===== config.mk =====
export PLATFORM = sky130hd
export DESIGN_NAME = imu_fall_detector_core
export DESIGN_NICKNAME = d
export VERILOG_FILES = /design/src/fd_pkg.sv /design/src/imu_fall_detector_core.sv /design/src/fd_ctrl.sv /design/src/fd_dpath.sv
export SDC_FILE = /design/constraint.sdc
export NUM_CORES = 2
export LEC_CHECK = 0
export BUFFER_PORTS_ARGS = -buffer_cell sky130_fd_sc_hd__buf_2
export CORE_MARGIN = 2
export CORE_UTILIZATION = 53
export DETAILED_ROUTE_END_ITERATION = 6
export PLACE_DENSITY_LB_ADDON = 0.08
export REMOVE_ABC_BUFFERS = 1
export SLEW_MARGIN = 20
export SYNTH_ARGS = -nofsm -noshare
export SYNTH_HDL_FRONTEND = slang
export SYNTH_SLANG_ARGS = --single-unit

===== constraint.sdc =====
create_clock -name clk -period 8.5 [get_ports clk]
set_input_delay 1.275 -clock clk [delete_from_list [all_inputs] [get_ports clk]]
set_output_delay 1.275 -clock clk [all_outputs]
set_load 0.005 [all_outputs]

===== src/fd_pkg.sv =====
`timescale 1ns / 1ps
// ----------------------------------------------------------------------------
// fd_pkg: shared types and constants of the imu fall detector
// field widths, sensor offsets, register codes, controller states and
// the command/status bundles between controller and datapath
// ----------------------------------------------------------------------------
package fd_pkg;

  localparam int SampleW  = 16;
  localparam int MagW     = 17;  // offset magnitudes reach 33732
  localparam int SqW      = 32;  // squares and sums wrap modulo 2^32
  localparam int CountW   = 8;
  localparam int CfgAddrW = 3;
  localparam int CfgDataW = 32;
  localparam int InDataW  = 6 * SampleW;
  localparam int OutDataW = 72;

  // sensor offsets in raw counts
  localparam logic [MagW-1:0]        AccOffX = 17'd870;
  localparam logic [MagW-1:0]        AccOffZ = 17'd964;
  localparam logic signed [MagW-1:0] GyrOffX = 17'sd540;
  localparam logic signed [MagW-1:0] GyrOffY = 17'sd200;
  localparam logic signed [MagW-1:0] GyrOffZ = -17'sd287;

  // register reset values
  localparam logic [SqW-1:0]    AccelLowRst  = 32'd905592334;
  localparam logic [SqW-1:0]    AccelHighRst = 32'd1009008743;
  localparam logic [SqW-1:0]    TurnMinRst   = 32'd386535261;
  localparam logic [SqW-1:0]    TurnMaxRst   = 32'd2748695184;
  localparam logic [SqW-1:0]    StillMaxRst  = 32'd1717934;
  localparam logic [CountW-1:0] WindowRst    = 8'd6;
  localparam logic [CountW-1:0] SettleRst    = 8'd10;

  localparam logic [1:0] LastAxis = 2'd2;
  localparam logic [CountW-1:0] CountMax = {CountW{1'b1}};

  typedef enum logic [CfgAddrW-1:0] {
    REG_ACCEL_LOW  = 3'd0,
    REG_ACCEL_HIGH = 3'd1,
    REG_TURN_MIN   = 3'd2,
    REG_TURN_MAX   = 3'd3,
    REG_STILL_MAX  = 3'd4,
    REG_WINDOW_LEN = 3'd5,
    REG_SETTLE_LEN = 3'd6
  } cfg_reg_t;

  typedef enum logic [1:0] {
    ST_IDLE,
    ST_SQUARE,
    ST_ACCUM,
    ST_DECIDE
  } state_t;

  typedef struct packed {
    logic       capture;
    logic       square;
    logic [1:0] axis;
    logic       sum_clr;
    logic       sum_add;
    logic       decide;
  } fd_cmd_t;

  typedef struct packed {
    logic out_free;
  } fd_sts_t;

  // result word, fall flag in the lowest bit
  typedef struct packed {
    logic           stage_three_armed;
    logic           stage_two_armed;
    logic           stage_one_armed;
    logic [SqW-1:0] rotation_mag_sq;
    logic [SqW-1:0] accel_mag_sq;
    logic           fall_detected;
  } fd_result_t;

  function automatic logic [CountW-1:0] bump(input logic [CountW-1:0] c);
    return (c < CountMax) ? c + 1'b1 : CountMax;
  endfunction

  // |sample| + offset
  function automatic logic [MagW-1:0] acc_mag(input logic signed [SampleW-1:0] s,
                                              input logic [MagW-1:0] off);
    logic signed [MagW-1:0] ext;
    logic [MagW-1:0]        mag;
    ext = MagW'(s);
    mag = ext[MagW-1] ? MagW'(-ext) : MagW'(ext);
    return mag + off;
  endfunction

  // |sample + offset|
  function automatic logic [MagW-1:0] gyr_mag(input logic signed [SampleW-1:0] s,
                                              input logic signed [MagW-1:0] off);
    logic signed [MagW-1:0] v;
    v = MagW'(s) + off;
    return v[MagW-1] ? MagW'(-v) : MagW'(v);
  endfunction

endpackage


===== src/imu_fall_detector_core.sv =====
`timescale 1ns / 1ps
// ----------------------------------------------------------------------------
// imu_fall_detector_core: three-stage accelerometer/gyroscope fall detector
// one six-axis sample in, one result out: squared magnitudes, stage flags
// and a fall flag when a settled sample confirms a fall
// ----------------------------------------------------------------------------
//
//  channel   direction  handshake                     payload
//  s_axis    in         s_axis_tvalid/s_axis_tready   s_axis_tdata, 96 bits
//  m_axis    out        m_axis_tvalid/m_axis_tready   m_axis_tdata, 72 bits
//  cfg       in         cfg_valid/cfg_ready           cfg_addr, cfg_data
//
//  a sample passes through capture (the cycle of its input transaction),
//  squaring on the two multipliers, one axis at a time, one final add
//  and one stage decision; the result is registered at the decision,
//  and the next sample is taken in the cycle after the decision,
//  while the result may still sit in the output register
//  the decision waits only if that register holds an untaken result
//  rst is synchronous: thresholds return to their defaults, stages disarm
//  cfg_ready is always high; writes are meant for idle periods only
//
module imu_fall_detector_core
  import fd_pkg::*;
(
  input  logic                clk,
  input  logic                rst,
  // acc_x, acc_y, acc_z, gyro_x, gyro_y, gyro_z, 16 bits each from bit 0
  input  logic [InDataW-1:0]  s_axis_tdata,
  input  logic                s_axis_tvalid,
  output logic                s_axis_tready,
  // fall_detected, accel_mag_sq, rotation_mag_sq, stage_one_armed,
  // stage_two_armed, stage_three_armed from bit 0, zero fill above bit 67
  output logic [OutDataW-1:0] m_axis_tdata,
  output logic                m_axis_tvalid,
  input  logic                m_axis_tready,
  // register write channel
  input  logic                cfg_valid,
  output logic                cfg_ready,
  input  logic [CfgAddrW-1:0] cfg_addr,
  input  logic [CfgDataW-1:0] cfg_data
);

  fd_cmd_t    cmd;
  fd_sts_t    sts;
  fd_result_t result;

  assign cfg_ready = 1'b1;

  // sequencing
  fd_ctrl u_ctrl (
    .clk      (clk),
    .rst      (rst),
    .in_valid (s_axis_tvalid),
    .in_ready (s_axis_tready),
    .sts      (sts),
    .cmd      (cmd)
  );

  // arithmetic, stage state and result register
  fd_dpath u_dpath (
    .clk       (clk),
    .rst       (rst),
    .cmd       (cmd),
    .sts       (sts),
    .in_data   (s_axis_tdata),
    .cfg_we    (cfg_valid & cfg_ready),
    .cfg_addr  (cfg_addr),
    .cfg_data  (cfg_data),
    .out_valid (m_axis_tvalid),
    .out_ready (m_axis_tready),
    .out_data  (result)
  );

  assign m_axis_tdata = {(OutDataW - $bits(fd_result_t))'(0), result};

`ifndef NO_ASSERTIONS
  // a taken sample keeps the block busy for the next cycle
  a_busy_after_accept: assert property (@(posedge clk) disable iff (rst)
    (s_axis_tvalid && s_axis_tready) |=> !s_axis_tready)
    else $error("sample taken right after another");

  // stage one and stage two are never armed together
  a_stage_exclusive: assert property (@(posedge clk) disable iff (rst)
    m_axis_tvalid |-> !(result.stage_one_armed && result.stage_two_armed))
    else $error("stage one and stage two both armed");

  // a new result comes only out of the decision cycle
  a_result_from_decide: assert property (@(posedge clk) disable iff (rst)
    $rose(m_axis_tvalid) |-> $past(!s_axis_tready))
    else $error("result appeared without a decision cycle");
`endif

endmodule


===== src/fd_ctrl.sv =====
`timescale 1ns / 1ps
// ----------------------------------------------------------------------------
// fd_ctrl: sequencing state machine of the fall detector
// steps capture, squaring of the three axes, a final add and the stage decision
// ----------------------------------------------------------------------------
module fd_ctrl
  import fd_pkg::*;
(
  input  logic    clk,
  input  logic    rst,
  input  logic    in_valid,
  output logic    in_ready,
  input  fd_sts_t sts,
  output fd_cmd_t cmd
);

  state_t     state, state_next;
  logic [1:0] axis, axis_next;

  always_ff @(posedge clk) begin
    if (rst) begin
      state <= ST_IDLE;
      axis  <= '0;
    end else begin
      state <= state_next;
      axis  <= axis_next;
    end
  end

  always_comb begin
    state_next = state;
    axis_next  = axis;
    case (state)
      ST_IDLE: begin
        if (in_valid) begin
          state_next = ST_SQUARE;
          axis_next  = '0;
        end
      end
      ST_SQUARE: begin
        if (axis == LastAxis) state_next = ST_ACCUM;
        else axis_next = axis + 2'd1;
      end
      ST_ACCUM: state_next = ST_DECIDE;
      ST_DECIDE: begin
        if (sts.out_free) state_next = ST_IDLE;
      end
      default: state_next = ST_IDLE;
    endcase
  end

  always_comb begin
    in_ready    = 1'b0;
    cmd         = '0;
    cmd.axis    = axis;
    case (state)
      ST_IDLE: begin
        in_ready    = 1'b1;
        cmd.capture = in_valid;
      end
      ST_SQUARE: begin
        cmd.square  = 1'b1;
        cmd.sum_clr = (axis == 2'd1);
        cmd.sum_add = (axis != 2'd0);
      end
      ST_ACCUM:  cmd.sum_add = 1'b1;
      ST_DECIDE: cmd.decide  = sts.out_free;
      default: ;
    endcase
  end

endmodule


===== src/fd_dpath.sv =====
`timescale 1ns / 1ps
// ----------------------------------------------------------------------------
// fd_dpath: datapath of the fall detector
// offset magnitudes, two squaring lanes with accumulators, threshold
// registers, stage flags and counters, and the result register
// ----------------------------------------------------------------------------
module fd_dpath
  import fd_pkg::*;
(
  input  logic                clk,
  input  logic                rst,
  input  fd_cmd_t             cmd,
  output fd_sts_t             sts,
  input  logic [InDataW-1:0]  in_data,
  input  logic                cfg_we,
  input  logic [CfgAddrW-1:0] cfg_addr,
  input  logic [CfgDataW-1:0] cfg_data,
  output logic                out_valid,
  input  logic                out_ready,
  output fd_result_t          out_data
);

  // threshold registers
  logic [SqW-1:0]    accel_low_sq, accel_high_sq, turn_min_sq, turn_max_sq, still_max_sq;
  logic [CountW-1:0] window_len, settle_len;

  always_ff @(posedge clk) begin
    if (rst) begin
      accel_low_sq  <= AccelLowRst;
      accel_high_sq <= AccelHighRst;
      turn_min_sq   <= TurnMinRst;
      turn_max_sq   <= TurnMaxRst;
      still_max_sq  <= StillMaxRst;
      window_len    <= WindowRst;
      settle_len    <= SettleRst;
    end else if (cfg_we) begin
      case (cfg_reg_t'(cfg_addr))
        REG_ACCEL_LOW:  accel_low_sq  <= cfg_data;
        REG_ACCEL_HIGH: accel_high_sq <= cfg_data;
        REG_TURN_MIN:   turn_min_sq   <= cfg_data;
        REG_TURN_MAX:   turn_max_sq   <= cfg_data;
        REG_STILL_MAX:  still_max_sq  <= cfg_data;
        REG_WINDOW_LEN: window_len    <= cfg_data[CountW-1:0];
        REG_SETTLE_LEN: settle_len    <= cfg_data[CountW-1:0];
        default: ;
      endcase
    end
  end

  // magnitudes captured with the sample
  logic [MagW-1:0] acc_m [3];
  logic [MagW-1:0] gyr_m [3];

  always_ff @(posedge clk) begin
    if (cmd.capture) begin
      acc_m[0] <= acc_mag(in_data[0*SampleW +: SampleW], AccOffX);
      acc_m[1] <= acc_mag(in_data[1*SampleW +: SampleW], '0);
      acc_m[2] <= acc_mag(in_data[2*SampleW +: SampleW], AccOffZ);
      gyr_m[0] <= gyr_mag(in_data[3*SampleW +: SampleW], GyrOffX);
      gyr_m[1] <= gyr_mag(in_data[4*SampleW +: SampleW], GyrOffY);
      gyr_m[2] <= gyr_mag(in_data[5*SampleW +: SampleW], GyrOffZ);
    end
  end

  // one axis per cycle on each lane
  logic [MagW-1:0]   acc_op, gyr_op;
  logic [2*MagW-1:0] acc_full, gyr_full;
  logic [SqW-1:0]    acc_prod, gyr_prod, acc_sum, rot_sum;

  always_comb begin
    case (cmd.axis)
      2'd0:    begin acc_op = acc_m[0]; gyr_op = gyr_m[0]; end
      2'd1:    begin acc_op = acc_m[1]; gyr_op = gyr_m[1]; end
      default: begin acc_op = acc_m[2]; gyr_op = gyr_m[2]; end
    endcase
  end

  assign acc_full = acc_op * acc_op;
  assign gyr_full = gyr_op * gyr_op;

  always_ff @(posedge clk) begin
    if (cmd.square) begin
      acc_prod <= acc_full[SqW-1:0];
      gyr_prod <= gyr_full[SqW-1:0];
    end
    if (cmd.sum_add) begin
      acc_sum <= (cmd.sum_clr ? '0 : acc_sum) + acc_prod;
      rot_sum <= (cmd.sum_clr ? '0 : rot_sum) + gyr_prod;
    end
  end

  // stage state
  logic              impact_armed, turn_armed, settle_armed;
  logic [CountW-1:0] impact_count, turn_count, settle_count;
  logic              impact_armed_next, turn_armed_next, settle_armed_next, fall_next;
  logic [CountW-1:0] impact_count_next, turn_count_next, settle_count_next;

  always_comb begin
    impact_armed_next = impact_armed;
    turn_armed_next   = turn_armed;
    settle_armed_next = settle_armed;
    impact_count_next = impact_count;
    turn_count_next   = turn_count;
    settle_count_next = settle_count;
    fall_next         = 1'b0;

    // settle wait, then stillness check
    if (settle_armed_next) begin
      settle_count_next = bump(settle_count_next);
      if (settle_count_next >= settle_len) begin
        fall_next         = (rot_sum <= still_max_sq);
        settle_armed_next = 1'b0;
        settle_count_next = '0;
      end
    end
    // timeouts look at the counters only
    if (turn_count_next >= window_len) begin
      turn_armed_next = 1'b0;
      turn_count_next = '0;
    end
    if (impact_count_next >= window_len) begin
      impact_armed_next = 1'b0;
      impact_count_next = '0;
    end
    // rotation burst inside the window
    if (turn_armed_next) begin
      turn_count_next = bump(turn_count_next);
      if (rot_sum >= turn_min_sq && rot_sum <= turn_max_sq) begin
        settle_armed_next = 1'b1;
        turn_armed_next   = 1'b0;
        turn_count_next   = '0;
      end
    end
    // upper acceleration bound
    if (impact_armed_next) begin
      impact_count_next = bump(impact_count_next);
      if (acc_sum >= accel_high_sq) begin
        turn_armed_next   = 1'b1;
        impact_armed_next = 1'b0;
        impact_count_next = '0;
      end
    end
    if (acc_sum >= accel_low_sq && !turn_armed_next) impact_armed_next = 1'b1;
  end

  always_ff @(posedge clk) begin
    if (rst) begin
      impact_armed <= 1'b0;
      turn_armed   <= 1'b0;
      settle_armed <= 1'b0;
      impact_count <= '0;
      turn_count   <= '0;
      settle_count <= '0;
    end else if (cmd.decide) begin
      impact_armed <= impact_armed_next;
      turn_armed   <= turn_armed_next;
      settle_armed <= settle_armed_next;
      impact_count <= impact_count_next;
      turn_count   <= turn_count_next;
      settle_count <= settle_count_next;
    end
  end

  // result register
  always_ff @(posedge clk) begin
    if (rst) out_valid <= 1'b0;
    else if (cmd.decide) out_valid <= 1'b1;
    else if (out_ready) out_valid <= 1'b0;
  end

  always_ff @(posedge clk) begin
    if (cmd.decide) begin
      out_data.fall_detected     <= fall_next;
      out_data.accel_mag_sq      <= acc_sum;
      out_data.rotation_mag_sq   <= rot_sum;
      out_data.stage_one_armed   <= impact_armed_next;
      out_data.stage_two_armed   <= turn_armed_next;
      out_data.stage_three_armed <= settle_armed_next;
    end
  end

  assign sts.out_free = !out_valid || out_ready;

endmodule

==> results.ini <==
[logic_synthesis]
ys_async_sr_fraction_pct=0
synth-edff-count=296
ys_ff_latch=504
syn_inst=4749
synth_top_area_share_pct=20.1
yosysTopAreaCell=edfxtp_1
yosys-top-cells-area=edfxtp_1 20%, fa_1 17%, ha_1 13%, dfxtp_1 9.4%, inv_1 6.4%
yosys_most_used_dff=edfxtp_1
synth_area_sq_um=44200
synth_area_per_cell_sq_um=9.32
yosys_warnings=0
yosysUniqueCellTypes=92
synth_seq_area_share_pct=29.5

[route]
wl_per_cell_um=18.2
totalWireLength_um=110000
route.detailed.drc=0
vias=32725
drtIter0Drc=2134
routed.top_layer=met5
dr_wl_met2_um=50300
met3_length_um=6340
wl_met1_um=50200
ant_nets=0
drt_pass1_iterations=7
via_per_inst=5.42

[global_routing]
grt_pass1_vias=32459
grt_pass1_wl_um=176000
antenna_found_initial=5
grt.overflow.total=0
grt.total_usage_pct=25.8
grt_max_degree=124

[clock_network]
cts-root-buf=clkbuf_16
htree_levels=2
cts_tree=done
cts_resized=0
cts_sinks=504
clk_pin_slew_ns=0.06
postCtsSetupRepairBufs=0
postCtsHoldBufs=0
clk_latency_ns=0.63
numCtsBuffers=57
clockBufferDepth=3

[worst_setup_path]
worst-path-max-fanout=21
worst-path-buf-inv=6
slowest_stage=fa_1
cp-start-kind=flip-flop
r2r_slack_ns=0.52
required_ns=8.85
worstPathArrival_ns=8.34
crit_top_cell=fa_1
endpoint_kind=flip-flop
critPathKind=reg -> reg
cp_top_family=adder cells
max_stage_delay_ns=0.61

[floorplan]
fp.dieH_um=293
num_io_pins=211
initial_core_util_pct=53.7
dieArea_sq_um=85800
core-area_sq_um=82400
rows=105
die_x_um=293

[timing]
fin_crit_sh_pct=93.9
fin_hold_ws_ns=0.454
finalWorstPathRequiredPeriod_ns=7.98
max_freq_mhz=125
finalSetupViolCount=0
drv_slew=0
setup_ws_ns=0.519
rsz0062_at_grt=no
setup-tns-final_ns=0
timing.final.hold_violations=0
relSlewSlack_pct=26.8
tightest_slew_ns=1.09
clock_skew_ns=0.0134

[min_path]
hp-class=reg -> reg

[layout]
area_growth_pct=9.64
final_cell_mix=754 x inv_1, 555 x nand2_1, 460 x ha_1
nNetsFinal=5902
layoutNonFillerInstCount=6043
drive_gt1_share_pct=7.87
layout_commonest_cell=inv_1

[run_status]
status=completed

[place]
place_inst=5932
globalplace.congestion=0.899
dp_slack_ns=0.477
dp_hpwl_um=86300
portBuffers=205

[job]
drv_cap=0

==> stage by stage <==
stage	util (%)	cell area, sq um
2_1_floorplan	-	43700
3_3_place_gp	56.4	46500
3_5_place_dp	56.4	46500
4_1_cts	58.9	48500
5_1_grt	58.9	48500
6_report	58.9	48500
==> state kept, by name, summed over array words and instances, names as in the netlist <==
register / cells
u_dpath.gyr_m: 51
u_dpath.gyr_prod: 31
u_dpath.accel_high_sq: 32
u_dpath.turn_max_sq: 32
u_dpath.turn_count: 8
u_dpath.settle_len: 8
u_dpath.turn_min_sq: 32
u_dpath.still_max_sq: 32
u_dpath.accel_low_sq: 32
u_dpath.acc_sum: 32
u_dpath.acc_prod: 31
u_ctrl.state: 2
u_dpath.out_data: 68
u_dpath.window_len: 8
u_dpath.impact_armed: 1
u_dpath.acc_m: 51
u_dpath.turn_armed: 1
u_dpath.out_valid: 1
u_dpath.settle_count: 8
u_dpath.impact_count: 8
u_dpath.rot_sum: 32
u_ctrl.axis: 2
u_dpath.settle_armed: 1
==> cell type report <==
cell class                 count  area [sq um]
clock inverter                35           448
sequential                   504         13100
clock buffer                  72          1560
inverter                     770          2890
tap                         1070          1340
multi-input combinational   3340         27800
fill                        7239         33900
timing repair buffer         249          1400
antenna                        3          7.51
==> synth_stat cells, drive strengths merged (8+ instances only) <==
master	number
and2	72
ha	462
nand4	44
and4	8
fa	382
clkinv	16
dfxtp	208
o21ai	113
a31oi	33
o21a	35
or2	14
and3	35
nand3b	31
nor2b	28
nor3	59
a22oi	9
a22o	31
a2111oi	9
a21oi	303
buf	21
xnor2	183
xor2	79
o21bai	22
a211oi	18
nor2	333
nand3	66
nand2b	37
clkbuf	123
nor4	14
a211o	58
a21o	121
nand2	555
edfxtp	296
o211ai	15
o31ai	33
a21boi	8
or3	19
inv	754
==> worst paths after layout <==
path / startpoint / endpoint / cells past startpoint
worst max-delay path: u_ctrl.axis[1] / u_dpath.gyr_prod[31] / 26
worst min-delay path: u_dpath.settle_len[6] / u_dpath.settle_len[6] / 2
worst max register to register: u_ctrl.axis[1] / u_dpath.gyr_prod[31] / 26
worst min register to register: u_dpath.settle_len[6] / u_dpath.settle_len[6] / 2
==> routing by layer <==
metal | up-vias | track usage, %
li1 | 16194 | -
met1 | 15588 | 35.7
met2 | 782 | 42.4
met3 | 157 | 4.05
met4 | 4 | 6.57
met5 | - | 0
==> cells by family after synthesis <==
group / share of synthesized area, %
and+or+nand+nor: 13.9
buffers and inverters: 7.84
AOI/OAI and AO/OA: 13.1
adders and majority gates: 30.3
DFF: 29.5
xor gates and xnor gates: 5.19
muxes: 0.0961
other: 0.0170
==> worst reg2reg max path, cell delays in order (launching register included) <==
cell,delay (ns)
dfxtp_1,0.32
inv_1,0.09
ha_2,0.36
buf_4,0.35
a22o_1,0.20
a21o_1,0.32
inv_1,0.29
or2_2,0.38
fa_1,0.61
inv_1,0.08
fa_1,0.50
fa_1,0.52
fa_1,0.52
fa_1,0.55
inv_1,0.06
fa_1,0.56
inv_1,0.05
ha_1,0.38
nand4_1,0.15
nor3_1,0.19
o211ai_1,0.14
a21oi_1,0.27
nor2_1,0.09
a31oi_1,0.25
a41o_1,0.25
a31oi_1,0.11
xnor2_1,0.14
Power is left out: the tool's default activity adds up to more than one toggle a clock period on the data nets, which glitch-free logic cannot reach.
